==> src/hw/rtl/cfnl_ram.sv <==
// Generic single-port-write, single-port-read RAM with registered read data.
// No dependencies.
module cfnl_ram #(
    parameter int WIDTH = 8,
    parameter int DEPTH = 16
) (
    input  logic                                   clk,
    input  logic                                   wr_en,
    input  logic [(DEPTH > 1 ? $clog2(DEPTH) : 1)-1:0] wr_addr,
    input  logic [WIDTH-1:0]                       wr_data,
    input  logic                                   rd_en,
    input  logic [(DEPTH > 1 ? $clog2(DEPTH) : 1)-1:0] rd_addr,
    output logic [WIDTH-1:0]                       rd_data
);

    logic [WIDTH-1:0] mem [DEPTH];

    always_ff @(posedge clk)
    begin
        if (wr_en)
        begin
            mem[wr_addr] <= wr_data;
        end
        if (rd_en)
        begin
            rd_data <= mem[rd_addr];
        end
    end

endmodule
==> config.mk <==
export PLATFORM = sky130hd
export DESIGN_NAME = cfnl_ram
export DESIGN_NICKNAME = d
export VERILOG_FILES = /design/src/hw/rtl/cfnl_ram.sv
export SDC_FILE = /design/constraint.sdc
export NUM_CORES = 1
export LEC_CHECK = 0
export BUFFER_PORTS_ARGS = -buffer_cell sky130_fd_sc_hd__buf_2
export CORE_UTILIZATION = 28
export CTS_CLUSTER_DIAMETER = 150
export DETAILED_ROUTE_END_ITERATION = 10
export GPL_TIMING_DRIVEN = 1
export HOLD_SLACK_MARGIN = 0.03
export PLACE_DENSITY = 0.43
export SLEW_MARGIN = 20
export SYNTH_ARGS = -nofsm -noshare
export SYNTH_HDL_FRONTEND = slang
export SYNTH_SLANG_ARGS = --single-unit
export TNS_END_PERCENT = 50
==> constraint.sdc <==
create_clock -name clk -period 3.3 [get_ports clk]
set_input_delay 0.66 -clock clk [delete_from_list [all_inputs] [get_ports clk]]
set_output_delay 0.66 -clock clk [all_outputs]
set_load 0.02 [all_outputs]
; Yosys cells after proc, flatten, opt, wreduce, memory -nomap -nowiden
; Memories as Yosys holds them, arrays and structs flattened. A register that Yosys moved wholly into a read port is not among the register bits.
; Index checks and enable logic that the tools add are counted.
[op_classes]
muxes = 2
[ops]
columns = operator, n
row1 = $mux 1, 2
[totals]
register_bits = 0
mem_bits_rw = 128
in_bits = 19
out_inout_bits = 8
memories = 1
[memory_table]
columns = memory, words, word_bits, rd, rd_ports_with_merged_regs, write_ports, line_no
row1 = mem, 16, 8, 1, 1, 1, 16  ; logic [WIDTH-1:0] mem [DEPTH];

; Longest topological paths before layout
; Gate-level depths: netlist of run 1.
[logic_depth]
ltp_word = 2
ltp_mapped = 5
ltp_nobuf = 3

; Least setup slack after synthesis of run 1
; OpenSTA, ideal clock, no wires.
[synth_path]
kind = input-to-reg
startpoint = in wr_addr[2] (netlist name)
endpoint = mem mem[0][0] (enable)
setup_ns = 0.383
arrival_time_ns = 1.770
required_ns = 2.917
path_slack_ns = 1.147
path_stages = 2
path_buffers = 0
cell_sequence = or3b_2 -> nor3_1
[synth_lines]
columns = item, line_no
row1 = from (decl), 9  ; input logic [(DEPTH > 1 ? $clog2(DEPTH) : 1)-1:0] wr_addr,
row2 = to (decl), 16
; Straight into the memory's write port.

==> results of run 1 <==
[registers in the layout, summed over array words and instances (netlist names)]
name     cells
mem        128
rd_data      8
[per-layer routing]
metal	track usage [%]	vias to the layer above
met5	0	-
met4	6.20	0
met3	3.35	13
met2	19.1	61
met1	16.9	1302
li1	-	1082
[synth_stat cells]
library cell,instances
and2_1,1
nor3_1,4
mux4_1,14
or3b_2,1
mux4_2,18
buf_4,1
nor2b_1,1
edfxtp_1,136
clkdlybuf4s25_2,3
buf_2,3
a22oi_1,16
nand2_1,9
nand2b_1,2
nor2_1,13
nand3_1,1
nand3b_1,2
and2b_1,1
buf_6,3
[layout make-up]
type	count	share of cell area (%)
sequential	136	66.1
timing repair buffer	44	4.50
clock inverter	7	0.567
tap	229	4.64
multi-input combinational	83	17.1
clock buffer	20	7.07
[cell families after synthesis]
| group | share of synthesized area, % |
|---|---|
| muxes | 14.8 |
| DFF | 78.1 |
| and+or+nand+nor | 3.14 |
| AOI/OAI and AO/OA | 2.30 |
| buffers and inverters | 1.65 |
[through the flow]
step	total power, mW	hold WS, ns	util (%)
2_1_floorplan	2.10	0.705	-
3_3_place_gp	2.19	0.734	31.4
3_5_place_dp	2.19	0.745	31.4
4_1_cts	3.75	0.603	34.0
5_1_grt	3.83	0.603	34.0
6_report	3.70	0.617	34.0
[placed cells by master (no fill, tap or decap)]
cell        synthesis  routed
nor2b_1             1       1
nand2b_1            2       2
buf_2               3      26
clkinv_2            0       4
and2_1              1       1
buf_4               1      17
or3b_2              1       1
nor2_1             13      13
clkbuf_16           0      17
buf_12              0       1
clkinvlp_4          0       1
and2b_1             1       1
nand2_1             9       9
mux4_2             18      18
nand3b_1            2       2
nand3_1             1       1
mux4_1             14      14
clkbuf_1            0       3
nor3_1              4       4
a22oi_1            16      16
clkinv_1            0       2
edfxtp_1          136     136
[critical path, delay by kind of cell]
kind	cells	cell delay [ns]
mux	1	0.58
buf+inv	2	0.50
compound gates	1	0.32
simple gates	1	0.10
[path summary, 6_finish.rpt]
kind                    from         end  cells past startpoint
setup / recovery  rd_addr[0]  rd_data[5]                      5
hold / removal         rd_en  rd_data[5]                      1
setup reg to reg   mem[2][0]  rd_data[0]                      3
hold reg to reg   mem[15][3]  rd_data[3]                      3
[power groups by stage]
stage	clock (mW)	sequential [mW]	combinational, mW
after global placement	0	1.99	0.193
after CTS	1.59	1.96	0.194
after detailed placement	0	1.99	0.194
after floorplan	0	2.00	0.0982
final	1.56	1.96	0.190
after global routing	1.67	1.96	0.206
==> impl_metrics.env, run 1 <==
export IMPL_post_route_period_util_pct=61.8
export IMPL_antenna_found_initial=0
export IMPL_antenna_cells=0
export IMPL_viasPerCell=4.74
export IMPL_slew_violations=0
export IMPL_synthCells=229
export IMPL_p_clk_share_pct=42.0
export IMPL_final_area_sq_um=6180
export IMPL_period_minus_slack_ns=2.04
export IMPL_slew_headroom_pct=40.5
export IMPL_path_clk_slew_ns=0.05
export IMPL_path_cells="buf_2 > buf_12 > mux4_1 > a22oi_1 > nand2_1"
export IMPL_post_route_drc_count=2
export IMPL_via_count=2458
export IMPL_cts_sinks=136
export IMPL_initial_core_util_pct=28.8
export IMPL_cp_arrival_ns=2.19
export IMPL_dieArea_sq_um=19200
export IMPL_ir_drop_mv=0.326
export IMPL_end_kind="flip-flop"
export IMPL_wl_met1_microns=5300
export IMPL_failed_checks="DRC"
export IMPL_synth_seq_cells=136
export IMPL_placed_cell_area_sq_um=5710
export IMPL_cts_setup_buffers=0
export IMPL_grt_start_max_net_pins=27
export IMPL_ant_nets=0
export IMPL_fin_nets=301
export IMPL_cts_tree="done"
export IMPL_powerDensity_nw_per_um2=600
export IMPL_p_int_mw=2.94
export IMPL_clock_skew_ns=0.0168
export IMPL_clk_path_buf_depth=2
export IMPL_swShare_pct=20.5
export IMPL_syn2layout_area_growth_pct=18.2
export IMPL_num_io_pins=27
export IMPL_root_buffer="clkbuf_16"
export IMPL_routed_wl_met3_microns=436
export IMPL_clk_latency_ns=0.42
export IMPL_gp_congestion=0.714
export IMPL_tightest_slew_ns=0.889
export IMPL_multiInputGateArea_sq_um=1060
export IMPL_first_global_vias=2544
export IMPL_h_tree_depth=4
export IMPL_tns_ns=0
export IMPL_die_h_microns=139
export IMPL_final_cell_count_no_fill=519
export IMPL_grtUsageTotal_pct=12.6
export IMPL_cts_inserted_buffers=17
export IMPL_cts_hold_fix_buffers=0
export IMPL_drive_gt1_share_pct=29.3
export IMPL_rsz0062_at_grt="false"
export IMPL_synth_area_per_cell_sq_um=22.8
export IMPL_p_switching_mw=0.759
export IMPL_synth_top_area_share_pct=78.1
export IMPL_grt_overflow=0
export IMPL_core_sq_um=18100
export IMPL_outcome="finished, violations left"
export IMPL_routedWlPerCell_microns=21.4
export IMPL_fin_ws_ns=1.26
export IMPL_synth_area_leaders="edfxtp_1 (78%), mux4_2 (7.8%), mux4_1 (7.0%)"
export IMPL_syn_nets=248
export IMPL_cpPeakStageDelay_ns=0.58
export IMPL_finalHoldViolCount=0
export IMPL_seq_area_frac_synth_pct=78.1
export IMPL_topRoutingLayerUsed="met4"
export IMPL_yosys_area_top_type="edfxtp_1"
export IMPL_p_seq_share_pct=52.8
export IMPL_p_leak_nw=2.04
export IMPL_rows=49
export IMPL_grt_pass1_wl_microns=16800
export IMPL_dp_cells=492
export IMPL_worstPathMaxFanout=26
export IMPL_synth_distinct_cells=18
export IMPL_power_frac_comb_pct=5.1
export IMPL_wl_met2_microns=5190
export IMPL_cts_repair_resized=0
export IMPL_fillers=1719
export IMPL_routed_wl_microns=11100
export IMPL_regArea_sq_um=4080
export IMPL_place_ws_ns=0.850
export IMPL_worstPathRequired_ns=3.45
export IMPL_synth_area_sq_um=5230
export IMPL_first_pass_iters=7
export IMPL_die_x_microns=139
export IMPL_critPathKind="input pin to flip-flop"
export IMPL_ys_warn_count=0
export IMPL_maxCapViolCount=0
export IMPL_drt_iter0_markers=220
export IMPL_numPortBuffers=26
export IMPL_finalSetupViolCount=0
export IMPL_slowest_stage="mux4_1"
export IMPL_rrSetupSlack_ns=1.71
export IMPL_hold_path_class="input pin to flip-flop"
export IMPL_clock_fmax_ghz=0.490
export IMPL_dp_hpwl_microns=7360
export IMPL_critPathLaunchType="input pin"
No activity file was read; power rests on OpenSTA's default activity.
==> inputs of run 2 (changes only) <==
==> constraint.sdc (replaced) <==
create_clock -name clk -period 2.1 [get_ports clk]
set_input_delay 0.42 -clock clk [delete_from_list [all_inputs] [get_ports clk]]
set_output_delay 0.42 -clock clk [all_outputs]
set_load 0.02 [all_outputs]
==> run 2 against run 1 <==
  * The run still ends with DRC left
  * Total power rose by 82%
  * Sequential share of layout area fell by 3.2 points
  * Cell count rose by 2.9%
  * Utilization rose by 1.8 points
  * First-iteration DRC count rose by 22%
  * Clock skew fell by 0.012 ns
  * Via count rose by 1.7%
  * Hold slack got worse by 0.22 ns
  * Clock power rose by 110%
  * Die area did not move
  * Critical path type unchanged
  * Largest cell class unchanged
==> impl_metrics.env, run 2 (synthesized netlist as in run 1, its figures left out) <==
export IMPL_outcome="finished, violations left"
export IMPL_failed_checks="DRC"
export IMPL_first_global_vias=2587
export IMPL_drt_iter0_markers=268
export IMPL_whs_path_depth=1
export IMPL_antenna_cells=0
export IMPL_p_switching_mw=1.23
export IMPL_root_buffer="clkbuf_16"
export IMPL_p_int_mw=5.52
export IMPL_critPathLaunchType="input pin"
export IMPL_p_seq_share_pct=45.6
export IMPL_end_kind="flip-flop"
export IMPL_grt_pass1_wl_microns=16900
export IMPL_first_pass_iters=7
export IMPL_rrSetupSlack_ns=0.54
export IMPL_tns_ns=0
export IMPL_regMostFlops="mem"
export IMPL_cts_hold_fix_buffers=0
export IMPL_finalSetupViolCount=0
export IMPL_cts_sinks=136
export IMPL_fin_nets=311
export IMPL_clock_fmax_ghz=0.609
export IMPL_rows=49
export IMPL_cts_tree="done"
export IMPL_num_io_pins=27
export IMPL_slew_violations=0
export IMPL_slew_headroom_pct=65.1
export IMPL_final_area_sq_um=6500
export IMPL_numPortBuffers=26
export IMPL_cts_inserted_buffers=17
export IMPL_tightest_slew_ns=0.523
export IMPL_powerDensity_nw_per_um2=1040
export IMPL_place_ws_ns=0.0299
export IMPL_dp_hpwl_microns=7460
export IMPL_routedWlPerCell_microns=21.0
export IMPL_swShare_pct=18.2
export IMPL_period_minus_slack_ns=1.64
export IMPL_finalHoldViolCount=0
export IMPL_cts_repair_resized=0
export IMPL_critPathKind="input pin to flip-flop"
export IMPL_ir_drop_mv=0.516
export IMPL_rsz0062_at_grt="false"
export IMPL_ant_nets=0
export IMPL_hold_worst_slack_ns=0.393
export IMPL_path_clk_slew_ns=0.05
export IMPL_fin_ws_ns=0.457
export IMPL_power_frac_comb_pct=4.7
export IMPL_core_sq_um=18100
export IMPL_reg_top3="mem: 128 flops, rd_data: 8 flops"
export IMPL_h_tree_depth=4
export IMPL_p_leak_nw=2.20
export IMPL_clk_latency_ns=0.41
export IMPL_largest_reg_flops=128
export IMPL_routed_wl_microns=11200
export IMPL_utilization_pct=35.8
export IMPL_grtUsageTotal_pct=12.6
export IMPL_clk_path_buf_depth=2
export IMPL_multiInputGateArea_sq_um=1060
export IMPL_worstPathRequired_ns=2.26
export IMPL_drive_gt1_share_pct=31.8
export IMPL_post_route_period_util_pct=78.2
export IMPL_p_clk_share_pct=49.7
export IMPL_dieArea_sq_um=19200
export IMPL_fillers=1693
export IMPL_die_h_microns=139
export IMPL_final_common_cell="edfxtp_1"
export IMPL_layout_cells_most_common_list="edfxtp_1 (136), buf_2 (26), buf_4 (23), mux4_2 (18), clkbuf_16 (17)"
export IMPL_placed_cell_area_sq_um=5830
export IMPL_post_route_drc_count=4
export IMPL_syn2layout_area_growth_pct=24.3
export IMPL_clock_skew_ns=0.00491
export IMPL_maxCapViolCount=0
export IMPL_via_count=2501
export IMPL_grt_overflow=0
export IMPL_grt_start_max_net_pins=17
export IMPL_cts_setup_buffers=0
export IMPL_viasPerCell=4.68
export IMPL_die_x_microns=139
export IMPL_initial_core_util_pct=28.8
export IMPL_worstPathMaxFanout=11
export IMPL_r2r_cells=3
export IMPL_cp_arrival_ns=1.80
export IMPL_antenna_found_initial=0
export IMPL_regArea_sq_um=4080
export IMPL_hold_path_class="input pin to flip-flop"
export IMPL_gp_congestion=0.730
-- run 2: changes by cell type in the layout (fill, tap and decap cells not counted), moves of 2 or more --
| cell | before | now |
|---|---|---|
| clkinv_2 | 4 | 0 |
| buf_12 | 1 | 5 |
| buf_4 | 17 | 23 |
| bufinv_16 | 0 | 7 |
| clkinv_1 | 2 | 4 |
-- run 2: final cells by class --
cell class / instances / share of cell area, %
clock inverter: 11 / 3.47
clock buffer: 21 / 6.78
timing repair buffer: 54 / 6.20
multi-input combinational: 83 / 16.3
sequential: 136 / 62.9
tap: 229 / 4.41
-- run 2: path summary, 6_finish.rpt --
check,start,end
max,rd_addr[0],rd_data[4]
min,wr_data[3],mem[2][3]
max reg2reg,mem[1][1],rd_data[1]
min reg2reg,mem[14][0],rd_data[0]
-- run 2: worst max-delay path: stages --
cell	delay, ns
buf_2	0.14
buf_12	0.14
buf_12	0.16
mux4_1	0.56
a22oi_1	0.29
nand2_1	0.08
-- run 2: stage by stage --
| stage | instances | total power [mW] |
|---|---|---|
| after floorplan | 229 | 3.30 |
| after detailed placement | 502 | 3.46 |
| final | 534 | 6.75 |
| after global routing | 534 | 6.96 |
| after CTS | 534 | 6.82 |
| after global placement | 502 | 3.46 |
-- run 2: layer usage --
metal | part of all wire (%) | vias to the layer above | track usage, %
li1 | - | 1106 | -
met1 | 48 | 1303 | 17.5
met2 | 45 | 78 | 18.5
met3 | 5.3 | 14 | 4.28
met4 | 1.4 | 0 | 4.56
met5 | 0 | - | 0
-- run 2: power groups by stage --
stage | sequential, mW | combinational, mW | clock (mW)
after floorplan | 3.14 | 0.154 | 0
after global placement | 3.13 | 0.322 | 0
after detailed placement | 3.13 | 0.325 | 0
after CTS | 3.08 | 0.325 | 3.41
after global routing | 3.08 | 0.343 | 3.54
final | 3.08 | 0.319 | 3.35
